===== config.mk =====
export PLATFORM = sky130hd
export DESIGN_NAME = status_blink_and_wave_led_frames
export DESIGN_NICKNAME = d
export VERILOG_FILES = /design/src/rtl/core/sbwl_pkg.sv /design/src/rtl/core/status_blink_and_wave_led_frames.sv /design/src/rtl/core/sbwl_ctrl.sv /design/src/rtl/core/sbwl_dp.sv
export SDC_FILE = /design/constraint.sdc
export NUM_CORES = 2
export LEC_CHECK = 0
export ABC_CLOCK_PERIOD_IN_PS = 13300
export BUFFER_PORTS_ARGS = -buffer_cell sky130_fd_sc_hd__buf_2
export CORE_ASPECT_RATIO = 1.2
export CORE_MARGIN = 2
export CORE_UTILIZATION = 25
export DETAILED_ROUTE_END_ITERATION = 8
export GPL_ROUTABILITY_DRIVEN = 1
export SYNTH_ARGS = -nofsm -noshare
export SYNTH_HDL_FRONTEND = slang
export SYNTH_SLANG_ARGS = --single-unit

===== constraint.sdc =====
create_clock -name clk -period 13.3 [get_ports clk]
set_input_delay 1.995 -clock clk [delete_from_list [all_inputs] [get_ports clk]]
set_output_delay 1.995 -clock clk [all_outputs]
set_load 0.05 [all_outputs]

===== src/rtl/core/sbwl_pkg.sv =====
package sbwl_pkg;

  // Default geometry of the strip
  localparam int GROUP_ONE_COUNT_DEF = 8;
  localparam int GROUP_TWO_COUNT_DEF = 8;
  localparam int WAVE_COUNT_DEF      = 16;
  localparam int GROUP_ONE_START_DEF = 0;
  localparam int GROUP_TWO_START_DEF = 8;
  localparam int WAVE_START_DEF      = 16;

  localparam int MAX_LEDS = 64;
  localparam int IDX_W    = 6;   // led_index width
  localparam int CNT_W    = 5;   // LED counter inside one group (up to 32 LEDs)
  localparam int N_W      = 7;   // results emitted in one frame (0..64)

  // Status codes
  localparam logic [1:0] STATUS_NORMAL   = 2'd0;
  localparam logic [1:0] STATUS_NET_DOWN = 2'd1;
  localparam logic [1:0] STATUS_CAN1_ERR = 2'd2;
  localparam logic [1:0] STATUS_CAN2_ERR = 2'd3;

  // Register indexes
  localparam logic [2:0] REG_FRAME_MS    = 3'd0;
  localparam logic [2:0] REG_WAVE_PERIOD = 3'd1;
  localparam logic [2:0] REG_FADE        = 3'd2;
  localparam logic [2:0] REG_FLOOR       = 3'd3;
  localparam logic [2:0] REG_WAVE_RED    = 3'd4;
  localparam logic [2:0] REG_WAVE_GREEN  = 3'd5;
  localparam logic [2:0] REG_WAVE_BLUE   = 3'd6;

  // Register reset values
  localparam logic [7:0]  FRAME_MS_RST    = 8'd20;
  localparam logic [7:0]  WAVE_PERIOD_RST = 8'd60;
  localparam logic [15:0] FADE_RST        = 16'd53740;
  localparam logic [15:0] FLOOR_RST       = 16'd655;
  localparam logic [7:0]  WAVE_RED_RST    = 8'd0;
  localparam logic [7:0]  WAVE_GREEN_RST  = 8'd255;
  localparam logic [7:0]  WAVE_BLUE_RST   = 8'd255;

  // Status colour levels
  localparam logic [7:0]  LIT_LEVEL     = 8'd127;
  localparam logic [7:0]  ORANGE_GREEN  = 8'd63;
  localparam logic [7:0]  NORMAL_LEVEL  = 8'd80;
  localparam logic [15:0] FULL_LEVEL    = 16'hFFFF;

  typedef struct packed {
    logic [7:0] red;
    logic [7:0] green;
    logic [7:0] blue;
  } rgb_t;

  // Controller to datapath
  typedef struct packed {
    logic             start;      // frame request accepted: advance timers, capture codes
    logic             grp_two;    // status LED belongs to group 2
    logic             wave_calc;  // scale one brightness entry by the fade factor
    logic             wave_done;  // floor, write back and scale the wave colour
    logic             emit;       // load the output register
    logic             last;       // final result of the frame
    logic [CNT_W-1:0] item;       // LED within its group
    logic [IDX_W-1:0] led_index;
  } cmd_t;

  // Datapath to controller
  typedef struct packed {
    logic out_free;
  } stat_t;

  // dark100 / dark250: odd quotient of the blink timer by that phase
  function automatic rgb_t status_colour(logic [1:0] code, logic dark100, logic dark250);
    rgb_t c;
    c = '0;
    case (code)
      STATUS_NET_DOWN: begin
        if (!dark100) c.red = LIT_LEVEL;
      end
      STATUS_CAN1_ERR: begin
        if (!dark250) begin
          c.red   = LIT_LEVEL;
          c.green = LIT_LEVEL;
        end
      end
      STATUS_CAN2_ERR: begin
        if (!dark250) begin
          c.red   = LIT_LEVEL;
          c.green = ORANGE_GREEN;
        end
      end
      default: begin
        c.red   = NORMAL_LEVEL;
        c.green = NORMAL_LEVEL;
        c.blue  = NORMAL_LEVEL;
      end
    endcase
    return c;
  endfunction

endpackage


===== src/rtl/core/status_blink_and_wave_led_frames.sv =====
// Status blink and wave LED frame generator. Each accepted request on the slave
// stream is one frame tick with two status codes; the block answers with one
// color per LED on the master stream: GROUP_ONE_COUNT LEDs in the color of
// status one, GROUP_TWO_COUNT LEDs in the color of status two, then WAVE_COUNT
// LEDs of a fading wave, tlast on the final LED (at most 64 LEDs per frame).
// Net down blinks red with a 100 ms phase, CAN1 / CAN2 errors blink yellow /
// orange with a 250 ms phase, normal is dim white. A frame is accepted in the
// idle state; then the status LEDs follow, one LED per cycle unless the master
// side stalls, and each wave LED takes two steps, one to scale the stored
// brightness by the fade factor and one to floor it, write it back and scale
// the wave color, the single shared fade multiplier walking the brightness
// store. The output register lets the next frame be accepted while the final
// LED still waits. The brightness store is cleared by reset at once.
// Configuration writes are always taken (cfg_ready stays high); write them
// only between frames.
module status_blink_and_wave_led_frames #(
  parameter int GROUP_ONE_COUNT = sbwl_pkg::GROUP_ONE_COUNT_DEF,
  parameter int GROUP_TWO_COUNT = sbwl_pkg::GROUP_TWO_COUNT_DEF,
  parameter int WAVE_COUNT      = sbwl_pkg::WAVE_COUNT_DEF,
  parameter int GROUP_ONE_START = sbwl_pkg::GROUP_ONE_START_DEF,
  parameter int GROUP_TWO_START = sbwl_pkg::GROUP_TWO_START_DEF,
  parameter int WAVE_START      = sbwl_pkg::WAVE_START_DEF
) (
  input  logic        clk,
  input  logic        rst,
  // Frame tick
  input  logic        s_axis_tvalid,
  output logic        s_axis_tready,
  input  logic [7:0]  s_axis_tdata,   // [1:0] status_one, [3:2] status_two, [7:4] zero
  // LED colors
  output logic        m_axis_tvalid,
  input  logic        m_axis_tready,
  output logic [31:0] m_axis_tdata,   // [5:0] led_index, [13:6] red, [21:14] green,
                                      // [29:22] blue, [31:30] zero
  output logic        m_axis_tlast,   // last_led
  // Configuration writes
  input  logic        cfg_valid,
  output logic        cfg_ready,
  input  logic [2:0]  cfg_index,
  input  logic [15:0] cfg_data
);

  sbwl_pkg::cmd_t  cmd;
  sbwl_pkg::stat_t stat;
  sbwl_pkg::rgb_t  out_rgb;
  logic [sbwl_pkg::IDX_W-1:0] led_index;

  assign cfg_ready = 1'b1;

  sbwl_ctrl #(
    .GROUP_ONE_COUNT (GROUP_ONE_COUNT),
    .GROUP_TWO_COUNT (GROUP_TWO_COUNT),
    .WAVE_COUNT      (WAVE_COUNT),
    .GROUP_ONE_START (GROUP_ONE_START),
    .GROUP_TWO_START (GROUP_TWO_START),
    .WAVE_START      (WAVE_START)
  ) u_ctrl (
    .clk      (clk),
    .rst      (rst),
    .in_valid (s_axis_tvalid),
    .in_ready (s_axis_tready),
    .stat     (stat),
    .cmd      (cmd)
  );

  sbwl_dp #(
    .WAVE_COUNT (WAVE_COUNT)
  ) u_dp (
    .clk        (clk),
    .rst        (rst),
    .cfg_we     (cfg_valid && cfg_ready),
    .cfg_index  (cfg_index),
    .cfg_data   (cfg_data),
    .status_one (s_axis_tdata[1:0]),
    .status_two (s_axis_tdata[3:2]),
    .cmd        (cmd),
    .stat       (stat),
    .out_valid  (m_axis_tvalid),
    .out_ready  (m_axis_tready),
    .led_index  (led_index),
    .out_rgb    (out_rgb),
    .last_led   (m_axis_tlast)
  );

  assign m_axis_tdata = {2'b00, out_rgb.blue, out_rgb.green, out_rgb.red, led_index};

endmodule


===== src/rtl/core/sbwl_ctrl.sv =====
module sbwl_ctrl #(
  parameter int GROUP_ONE_COUNT = sbwl_pkg::GROUP_ONE_COUNT_DEF,
  parameter int GROUP_TWO_COUNT = sbwl_pkg::GROUP_TWO_COUNT_DEF,
  parameter int WAVE_COUNT      = sbwl_pkg::WAVE_COUNT_DEF,
  parameter int GROUP_ONE_START = sbwl_pkg::GROUP_ONE_START_DEF,
  parameter int GROUP_TWO_START = sbwl_pkg::GROUP_TWO_START_DEF,
  parameter int WAVE_START      = sbwl_pkg::WAVE_START_DEF
) (
  input  logic            clk,
  input  logic            rst,
  input  logic            in_valid,
  output logic            in_ready,
  input  sbwl_pkg::stat_t stat,
  output sbwl_pkg::cmd_t  cmd
);

  localparam int CNT_W = sbwl_pkg::CNT_W;
  localparam int N_W   = sbwl_pkg::N_W;
  localparam int IDX_W = sbwl_pkg::IDX_W;
  localparam int TOTAL = GROUP_ONE_COUNT + GROUP_TWO_COUNT + WAVE_COUNT;
  localparam int CAP   = (TOTAL > sbwl_pkg::MAX_LEDS) ? sbwl_pkg::MAX_LEDS : TOTAL;

  localparam logic [CNT_W-1:0] G1_LAST   = CNT_W'(GROUP_ONE_COUNT - 1);
  localparam logic [CNT_W-1:0] G2_LAST   = CNT_W'(GROUP_TWO_COUNT - 1);
  localparam logic [CNT_W-1:0] WAVE_LAST = CNT_W'(WAVE_COUNT - 1);
  localparam logic [IDX_W-1:0] G1_BASE   = IDX_W'(GROUP_ONE_START);
  localparam logic [IDX_W-1:0] G2_BASE   = IDX_W'(GROUP_TWO_START);
  localparam logic [IDX_W-1:0] WAVE_BASE = IDX_W'(WAVE_START);
  localparam logic [N_W-1:0]   N_CAP     = N_W'(sbwl_pkg::MAX_LEDS);
  localparam logic [N_W-1:0]   N_LAST    = N_W'(CAP - 1);

  localparam logic [1:0] S_IDLE  = 2'd0;
  localparam logic [1:0] S_GRP   = 2'd1;
  localparam logic [1:0] S_WCALC = 2'd2;
  localparam logic [1:0] S_WOUT  = 2'd3;

  logic [1:0]       state, state_next;
  logic             grp_two, grp_two_next;
  logic [CNT_W-1:0] item, item_next;
  logic [N_W-1:0]   n, n_next;
  logic             emit_ok;
  logic             go;
  logic [IDX_W-1:0] base;

  assign emit_ok = (n < N_CAP);
  assign go      = stat.out_free || !emit_ok;

  always_comb begin
    case (state)
      S_GRP:   base = grp_two ? G2_BASE : G1_BASE;
      default: base = WAVE_BASE;
    endcase
  end

  always_comb begin
    state_next    = state;
    grp_two_next  = grp_two;
    item_next     = item;
    n_next        = n;
    in_ready      = 1'b0;
    cmd           = '0;
    cmd.grp_two   = grp_two;
    cmd.item      = item;
    cmd.last      = (n == N_LAST);
    cmd.led_index = base + {{(IDX_W-CNT_W){1'b0}}, item};
    case (state)
      S_IDLE: begin
        in_ready = 1'b1;
        if (in_valid) begin
          cmd.start    = 1'b1;
          state_next   = S_GRP;
          grp_two_next = 1'b0;
          item_next    = '0;
          n_next       = '0;
        end
      end
      S_GRP: begin
        if (go) begin
          cmd.emit     = emit_ok;
          if (emit_ok) n_next = n + 1'b1;
          if (item == (grp_two ? G2_LAST : G1_LAST)) begin
            item_next = '0;
            if (grp_two) state_next = S_WCALC;
            else grp_two_next = 1'b1;
          end else begin
            item_next = item + 1'b1;
          end
        end
      end
      S_WCALC: begin
        cmd.wave_calc = 1'b1;
        state_next    = S_WOUT;
      end
      S_WOUT: begin
        if (go) begin
          cmd.wave_done = 1'b1;
          cmd.emit      = emit_ok;
          if (emit_ok) n_next = n + 1'b1;
          if (item == WAVE_LAST) begin
            state_next = S_IDLE;
          end else begin
            item_next  = item + 1'b1;
            state_next = S_WCALC;
          end
        end
      end
      default: state_next = S_IDLE;
    endcase
  end

  always_ff @(posedge clk) begin
    if (rst) begin
      state   <= S_IDLE;
      grp_two <= 1'b0;
      item    <= '0;
      n       <= '0;
    end else begin
      state   <= state_next;
      grp_two <= grp_two_next;
      item    <= item_next;
      n       <= n_next;
    end
  end

endmodule


===== src/rtl/core/sbwl_dp.sv =====
module sbwl_dp #(
  parameter int WAVE_COUNT = sbwl_pkg::WAVE_COUNT_DEF
) (
  input  logic                       clk,
  input  logic                       rst,
  input  logic                       cfg_we,
  input  logic [2:0]                 cfg_index,
  input  logic [15:0]                cfg_data,
  input  logic [1:0]                 status_one,
  input  logic [1:0]                 status_two,
  input  sbwl_pkg::cmd_t             cmd,
  output sbwl_pkg::stat_t            stat,
  output logic                       out_valid,
  input  logic                       out_ready,
  output logic [sbwl_pkg::IDX_W-1:0] led_index,
  output sbwl_pkg::rgb_t             out_rgb,
  output logic                       last_led
);

  localparam int WIDX_W = $clog2(WAVE_COUNT);
  localparam logic [WIDX_W-1:0] HEAD_LAST = WIDX_W'(WAVE_COUNT - 1);

  // Configuration registers
  logic [7:0]  frame_ms, wave_period_ms, wave_red, wave_green, wave_blue;
  logic [15:0] fade_factor, floor_level;

  always_ff @(posedge clk) begin
    if (rst) begin
      frame_ms       <= sbwl_pkg::FRAME_MS_RST;
      wave_period_ms <= sbwl_pkg::WAVE_PERIOD_RST;
      fade_factor    <= sbwl_pkg::FADE_RST;
      floor_level    <= sbwl_pkg::FLOOR_RST;
      wave_red       <= sbwl_pkg::WAVE_RED_RST;
      wave_green     <= sbwl_pkg::WAVE_GREEN_RST;
      wave_blue      <= sbwl_pkg::WAVE_BLUE_RST;
    end else if (cfg_we) begin
      case (cfg_index)
        sbwl_pkg::REG_FRAME_MS:    frame_ms       <= cfg_data[7:0];
        sbwl_pkg::REG_WAVE_PERIOD: wave_period_ms <= cfg_data[7:0];
        sbwl_pkg::REG_FADE:        fade_factor    <= cfg_data;
        sbwl_pkg::REG_FLOOR:       floor_level    <= cfg_data;
        sbwl_pkg::REG_WAVE_RED:    wave_red       <= cfg_data[7:0];
        sbwl_pkg::REG_WAVE_GREEN:  wave_green     <= cfg_data[7:0];
        sbwl_pkg::REG_WAVE_BLUE:   wave_blue      <= cfg_data[7:0];
        default: ;
      endcase
    end
  end

  // Blink timer, kept with its remainder and quotient parity per phase
  logic [31:0] blink_ms;
  logic [6:0]  rem100;
  logic [7:0]  rem250;
  logic        dark100, dark250;
  logic [32:0] blink_sum;
  logic [7:0]  wrap_lo;
  logic [8:0]  s100, s250;
  logic [6:0]  rem100_next;
  logic [7:0]  rem250_next;
  logic        dark100_next, dark250_next;

  assign blink_sum = {1'b0, blink_ms} + {25'd0, frame_ms};
  assign wrap_lo   = blink_sum[7:0];
  assign s100      = {2'b00, rem100} + {1'b0, frame_ms};
  assign s250      = {1'b0, rem250} + {1'b0, frame_ms};

  always_comb begin
    if (blink_sum[32]) begin
      // Timer wrapped: the new value is below 256, restart the phases from it
      if (wrap_lo >= 8'd200) begin
        rem100_next  = 7'(wrap_lo - 8'd200);
        dark100_next = 1'b0;
      end else if (wrap_lo >= 8'd100) begin
        rem100_next  = 7'(wrap_lo - 8'd100);
        dark100_next = 1'b1;
      end else begin
        rem100_next  = wrap_lo[6:0];
        dark100_next = 1'b0;
      end
      if (wrap_lo >= 8'd250) begin
        rem250_next  = wrap_lo - 8'd250;
        dark250_next = 1'b1;
      end else begin
        rem250_next  = wrap_lo;
        dark250_next = 1'b0;
      end
    end else begin
      if (s100 >= 9'd300) begin
        rem100_next  = 7'(s100 - 9'd300);
        dark100_next = ~dark100;
      end else if (s100 >= 9'd200) begin
        rem100_next  = 7'(s100 - 9'd200);
        dark100_next = dark100;
      end else if (s100 >= 9'd100) begin
        rem100_next  = 7'(s100 - 9'd100);
        dark100_next = ~dark100;
      end else begin
        rem100_next  = s100[6:0];
        dark100_next = dark100;
      end
      if (s250 >= 9'd500) begin
        rem250_next  = 8'(s250 - 9'd500);
        dark250_next = dark250;
      end else if (s250 >= 9'd250) begin
        rem250_next  = 8'(s250 - 9'd250);
        dark250_next = ~dark250;
      end else begin
        rem250_next  = s250[7:0];
        dark250_next = dark250;
      end
    end
  end

  // Wave timer and head
  logic [8:0]        wave_ms, wave_sum;
  logic [WIDX_W-1:0] head, load_pos;
  logic              load_flag;
  logic              wave_hit;

  assign wave_sum = wave_ms + {1'b0, frame_ms};
  assign wave_hit = (wave_sum >= {1'b0, wave_period_ms});

  logic [1:0] code_one, code_two;

  always_ff @(posedge clk) begin
    if (rst) begin
      blink_ms  <= '0;
      rem100    <= '0;
      rem250    <= '0;
      dark100   <= 1'b0;
      dark250   <= 1'b0;
      wave_ms   <= '0;
      head      <= '0;
      load_flag <= 1'b0;
      load_pos  <= '0;
    end else if (cmd.start) begin
      blink_ms  <= blink_sum[31:0];
      rem100    <= rem100_next;
      rem250    <= rem250_next;
      dark100   <= dark100_next;
      dark250   <= dark250_next;
      load_flag <= wave_hit;
      load_pos  <= head;
      if (wave_hit) begin
        wave_ms <= '0;
        head    <= (head == HEAD_LAST) ? '0 : head + 1'b1;
      end else begin
        wave_ms <= wave_sum;
      end
    end
  end

  always_ff @(posedge clk) begin
    if (cmd.start) begin
      code_one <= status_one;
      code_two <= status_two;
    end
  end

  // Brightness store and fade
  logic [15:0]       level [WAVE_COUNT];
  logic [WIDX_W-1:0] widx;
  logic [15:0]       level_in;
  logic [31:0]       fade_prod;
  logic [15:0]       faded;
  logic [15:0]       lv;
  logic [23:0]       prod_r, prod_g, prod_b;

  assign widx      = cmd.item[WIDX_W-1:0];
  assign level_in  = (load_flag && (widx == load_pos)) ? sbwl_pkg::FULL_LEVEL : level[widx];
  assign fade_prod = {16'd0, level_in} * {16'd0, fade_factor};
  assign lv        = (faded < floor_level) ? 16'd0 : faded;
  assign prod_r    = {16'd0, wave_red} * {8'd0, lv};
  assign prod_g    = {16'd0, wave_green} * {8'd0, lv};
  assign prod_b    = {16'd0, wave_blue} * {8'd0, lv};

  always_ff @(posedge clk) begin
    if (cmd.wave_calc) faded <= fade_prod[31:16];
  end

  always_ff @(posedge clk) begin
    if (rst) begin
      for (int k = 0; k < WAVE_COUNT; k++) level[k] <= '0;
    end else if (cmd.wave_done) begin
      level[widx] <= lv;
    end
  end

  // Output register
  sbwl_pkg::rgb_t status_rgb, wave_rgb;

  assign status_rgb = sbwl_pkg::status_colour(cmd.grp_two ? code_two : code_one,
                                              dark100, dark250);
  assign wave_rgb   = '{red: prod_r[23:16], green: prod_g[23:16], blue: prod_b[23:16]};
  assign stat.out_free = !out_valid || out_ready;

  always_ff @(posedge clk) begin
    if (rst) begin
      out_valid <= 1'b0;
    end else if (cmd.emit) begin
      out_valid <= 1'b1;
    end else if (out_ready) begin
      out_valid <= 1'b0;
    end
  end

  always_ff @(posedge clk) begin
    if (cmd.emit) begin
      led_index <= cmd.led_index;
      last_led  <= cmd.last;
      out_rgb   <= cmd.wave_done ? wave_rgb : status_rgb;
    end
  end

endmodule


# == After elaboration in Yosys (flattened, before gate mapping) ==
# Memories as Yosys holds them, arrays and structs flattened. A register that Yosys moved wholly into a read port is not among the register bits.
# Index checks and enable logic that the tools add are counted.
# totals
regBits,206
ramBits,256
input_bits,32
output_inout_bits,36
memories,1
# classes
n_addsub,16
n_mul,4
n_lt_le_gt_ge,11
n_eq_ne,27
n_mux,75
n_bitwise,2
n_reduce_logical,30
# mem_list
memory,depth,word_bits,rd,rd_clocked_by_memory_dff,write_ports,line,text
u_dp.level,16,16,1,1,16,sbwl_dp.sv:161,logic [15:0] level [WAVE_COUNT];
# ops
cell,n
7-bit 2-to-1 mux,11
8-bit by 16-bit multiplier with 24-bit output,3
16-bit 2-to-1 mux,3
32-bit by 8-bit adder with 33-bit output,1
16-bit by 16-bit multiplier with 32-bit output,1
8-bit 2-to-1 mux,4
15-bit 2-to-1 mux,2
"7-bit subtractor, second input constant",4
1-bit 2-to-1 mux,27
5-bit 2-to-1 mux,5
24-bit 2-to-1 mux,1
8-bit one-hot mux with 3 select lines,1
"8-bit subtractor, second input constant",3
7-bit one-hot mux with 3 select lines,1
4-bit 2-to-1 mux,5
"9-bit by 8-bit greater-or-equal comparator with 1-bit output, second input constant",2
"9-bit greater-or-equal comparator, second input constant",2
"8-bit greater-or-equal comparator, second input constant",2
16-bit < comparator,1
2-bit 2-to-1 mux,8
2-bit AND reduction,8
16-bit OR reduction,1
5-bit one-hot mux with 3 select lines,1
"2-bit by 1-bit inequality test with 1-bit output, second input constant",7
42 further kinds,61

# == Depth between registers and ports, before layout ==
# depth
word_depth,10
mapped_depth,32
ltp_nobuf,27

# == Cells and area by module ==
# Synthesis repeated with hierarchy kept, for this count alone.
# hier_totals
hier_cells,4229
hier_area_um2,41750.0
# modules_own_cells
mod,instances,cells_each,area_each_um2,seq_area_each_um2
sbwl_dp,1,4118,40836.7,12021.5
sbwl_ctrl,1,106,883.3,300.3
status_blink_and_wave_led_frames,1,5,30.0,0.0

# == Worst setup path after synthesis ==
# Ideal clock, no wire load.
# synth_timing
path_type,register -> register
startpoint,register (tool-made name)
endpoint,register u_dp.faded[10] (data pin)
arrival_time_ns,7.562
required_time_ns,13.042
setup_slack_ns,5.481
path_stages_with_launch,31
period_less_slack_ns,7.819
path_cell_list,dfxtp_1 -> buf_6 -> buf_8 -> buf_8 -> buf_4 -> mux4_2 -> mux4_2 -> or2_1 -> clkbuf_1 -> buf_2 -> nand2_1 -> fa_1 -> fa_1 -> fa_1 -> inv_1 -> fa_1 -> fa_1 -> inv_1 -> fa_1 -> inv_1 -> ha_1 -> a21oi_1 -> o21ai_0 -> a311oi_1 -> o211ai_1 -> a31oi_2 -> a311oi_2 -> a21o_1 -> a31o_1 -> a21oi_2 -> xnor2_1
# synth_lines
element,line,text
"end signal, assigned",sbwl_dp.sv:178,if (cmd.wave_calc) faded <= fade_prod[31:16];
"end, declared",sbwl_dp.sv:165,logic [15:0] faded;

==> reports/results.tsv <==
metric	value	unit
crit path capture type	register	
GPL Wtd Cong	0.815	
Core ar.	166000	um2
DP Wirelength	79.5	mm
Final Hold Viols	0	
Netlist Area Pre-Place	41600	um2
share of layout cells above drive strength 1	6.53	%
met1 Use GR	16.6	%
die span in y	451	um
crit start category	register	
routing usage on met3	1.53	%
worst rel slew slack	20.2	%
Clock Sinks	466	
ranking of synthesized cells by area	edfxtp_1 (22%), fa_1 (21%), ha_1 (9.2%)	
io pins	68	
#FFs+latches synth	466	
post-synthesis cell count	4210	
postcts setup bufs	0	
Post-DP Area	43900	um2
multi-input logic area	26200	um2
critical path class	register to register	
pwr dens	134	nW/um2
Remaining DRCs	0	
leakage	20.3	nW
met2 layer usage reported by global route	22.1	%
syn_area_per_cell	9.89	um2
Reg2Reg Setup Slack	3940	ps
Final TNS setup	0	ps
Fin Clk Skew	38.1	ps
hold buffers post-CTS	0	
Clock Tree Buf Depth	3	
WP data required	13670	ps
outcome	complete, no violations	
Die Wd	377	um
Tightest Hold Check Type	register to register	
DRT Pass-1 Iters	5	
Routed WL per cell	17.4	um
count leader, synth	inv_1	
maxcap violations	0	
CTS tree	done	
largest net degree at the start of global routing	143	
cell accounting for the most synthesized area	edfxtp_1	
clk_lat worst skew	630	ps
Slew @ Worst Pin	1190	ps
Yosys cell types	97	
fillers	17300	
drt first-iter violations	2056	
grt peak-use layer	met2	
first-pass GRT wire length	174	mm
setup-violating endpoint count in the final report	0	
vias in the first global route	30600	
grt total ovfl	0	
sequential area share after synthesis	29.8	%
IO buf count	60	
die area	170000	um2
initial antenna violation count	6	
nets	4894	
worst ir drop on vdd	0.000204	V
Critical Path Fanout Max	39	
Tmin final	9360	ps
Max Clk Rate	107	MHz
Worst Path Arrival	9730	ps
clock-pin slew on the worst setup and hold paths	60	ps
Post-synth top cells	inv_1 (553), nand2_1 (461), fa_1 (447)	
Layout area overhead	9.15	%
Setup crit end	u_dp.faded[10]$_DFFE_PP_	
Total GRT Usage	12.9	%
via count	29800	
RSZ-0062 raised after global routing	false	
Post-synth EDFFs	307	
R2R depth	26	
async set or reset register ratio after synthesis	0	%
Initial Util	25.1	%
fin crit share	70.4	%
CTS root buffer	clkbuf_16	
fin area	45400	um2
top cell type's share of synthesized area	22.1	%
max-slew violation count	0	
Register Area	12400	um2
Vias per Instance	4.73	
FP Rows	164	
reg2reg end	u_dp.faded[10]$_DFFE_PP_	
Syn. warnings	0	
ys flop type	edfxtp_1	
H-tree Lvls	2	
Num CTS Buffers	49	
Post-DRT Antenna Nets	0	
PostCTS Resize Cnt	0	
Total Wirelength	110	mm
==> worst max-delay path: stages, from the launching register on <==
cell and delay, ps:
dfxtp_4 710, buf_4 720, mux4_2 620, mux4_2 490, or2_1 560, and2_1 350, fa_1 530, inv_1 50
fa_1 450, fa_1 520, inv_1 60, fa_1 480, fa_1 490, inv_1 50, fa_1 500, inv_1 60
ha_1 360, nand2_1 70, o21ai_0 400, a41oi_1 140, nor3_1 260, a31oi_2 160, a311oi_2 430, a21o_1 210
a31o_1 200, a21oi_2 70, xnor2_1 130
==> per-stage QoR <==
stage | instances | setup WS, ps | util [%] | total power, W | hold WS, ps
floorplan | 4211 | 5480 | - | 0.00401 | 406
global placement | 6215 | 3970 | 26.4 | 0.00472 | 447
detailed placement | 6215 | 3920 | 26.4 | 0.00474 | 449
CTS | 6305 | 3900 | 27.4 | 0.00612 | 456
global route | 6306 | 3490 | 27.4 | 0.00654 | 478
finish | 6313 | 3940 | 27.4 | 0.00607 | 454
==> power breakdown <==
| part | switching, W | total [W] | internal (W) |
|---|---|---|---|
| Combinational | 0.00175 | 0.00300 | 0.00125 |
| Sequential | 0.0000465 | 0.00173 | 0.00168 |
| Clock | 0.000612 | 0.00134 | 0.000725 |
| Total | 0.00241 | 0.00607 | 0.00366 |
==> worst min-delay path by stage <==
stage,to,slack (ps),start,cells after the start
detailed placement,u_dp.floor_level[6]$_SDFFE_PP0P_,450,u_dp.floor_level[6]$_SDFFE_PP0P_,2
floorplan,u_dp.led_index[2]$_DFFE_PP_,410,u_ctrl.item[2]$_SDFFE_PP0P_,0
global placement,u_dp.floor_level[10]$_SDFFE_PP0P_,450,u_dp.floor_level[10]$_SDFFE_PP0P_,2
finish,u_dp.floor_level[11]$_SDFFE_PP0P_,450,u_dp.floor_level[11]$_SDFFE_PP0P_,2
CTS,u_dp.floor_level[6]$_SDFFE_PP0P_,460,u_dp.floor_level[6]$_SDFFE_PP0P_,2
global route,u_dp.wave_period_ms[1]$_SDFFE_PP0P_,480,u_dp.wave_period_ms[1]$_SDFFE_PP0P_,2
==> layout by cell type, fill, tap and decap left out, types with 10 or more instances in the layout <==
cell type,netlist,layout
nor2_1,362,362
edfxtp_1,307,307
nor2b_1,42,41
inv_1,553,553
mux4_2,70,70
a211oi_1,18,18
o21a_1,15,15
nand2_1,461,461
buf_2,15,59
a22oi_1,11,11
nor3_1,34,34
and3_1,333,333
a21o_1,54,54
nand4_1,12,12
buf_4,7,31
clkbuf_16,0,50
o211ai_1,11,11
a21oi_1,144,144
xnor2_1,60,60
xor2_1,35,35
ha_1,307,307
nand3_1,49,49
nand2b_1,35,35
dfxtp_1,159,157
o21bai_1,13,13
nand3b_1,37,37
a31oi_1,10,10
clkbuf_1,213,18
o21ai_0,66,65
and2_1,125,125
fa_1,447,447
mux2i_1,26,26
or2_2,12,12
==> area by class of cell <==
type | instances | area share, %
antenna | 8 | 0.0441
clock buffer | 73 | 3.03
clock inverter | 17 | 0.344
inverter | 555 | 4.58
multi-input combinational | 2946 | 57.6
sequential | 466 | 27.3
tap | 2158 | 5.94
timing repair buffer | 90 | 1.16
==> cells by family after synthesis <==
group | after synthesis | synth area share, %
AO/OA/AOI/OAI | 446 | 7.23
XOR/XNOR | 96 | 2.04
adder cells (fa/ha/maj) | 754 | 30.7
buffers and inverters | 799 | 7.40
flip-flops | 466 | 29.8
multiplexers | 97 | 4.44
other | 2 | 0.0180
AND/OR/NAND/NOR | 1550 | 18.4
==> metal layers <==
layer,wire length [um],up-vias,share of wire (%)
met5,0,-,0
met4,3980,0,3.6
met1,46000,15100,42
li1,-,13800,-
met3,6470,172,5.9
met2,53300,785,49
==> sequential cells by signal, summed over array words and instances (netlist names), 2 cells and up, named ones only <==
name                 cells
u_dp.wave_ms             9
u_dp.head                4
u_dp.frame_ms            8
u_dp.wave_period_ms      8
u_dp.level             256
u_dp.fade_factor        16
u_ctrl.item              5
u_dp.rem100              7
u_dp.out_rgb            24
u_dp.wave_green          8
u_dp.code_one            2
u_dp.wave_red            8
u_dp.rem250              8
u_dp.wave_blue           8
u_ctrl.state             2
u_dp.blink_ms           32
u_dp.led_index           6
u_dp.code_two            2
u_dp.load_pos            4
u_ctrl.n                 7
u_dp.faded              16
u_dp.floor_level        16
No activity file was read; power rests on OpenSTA's default activity.
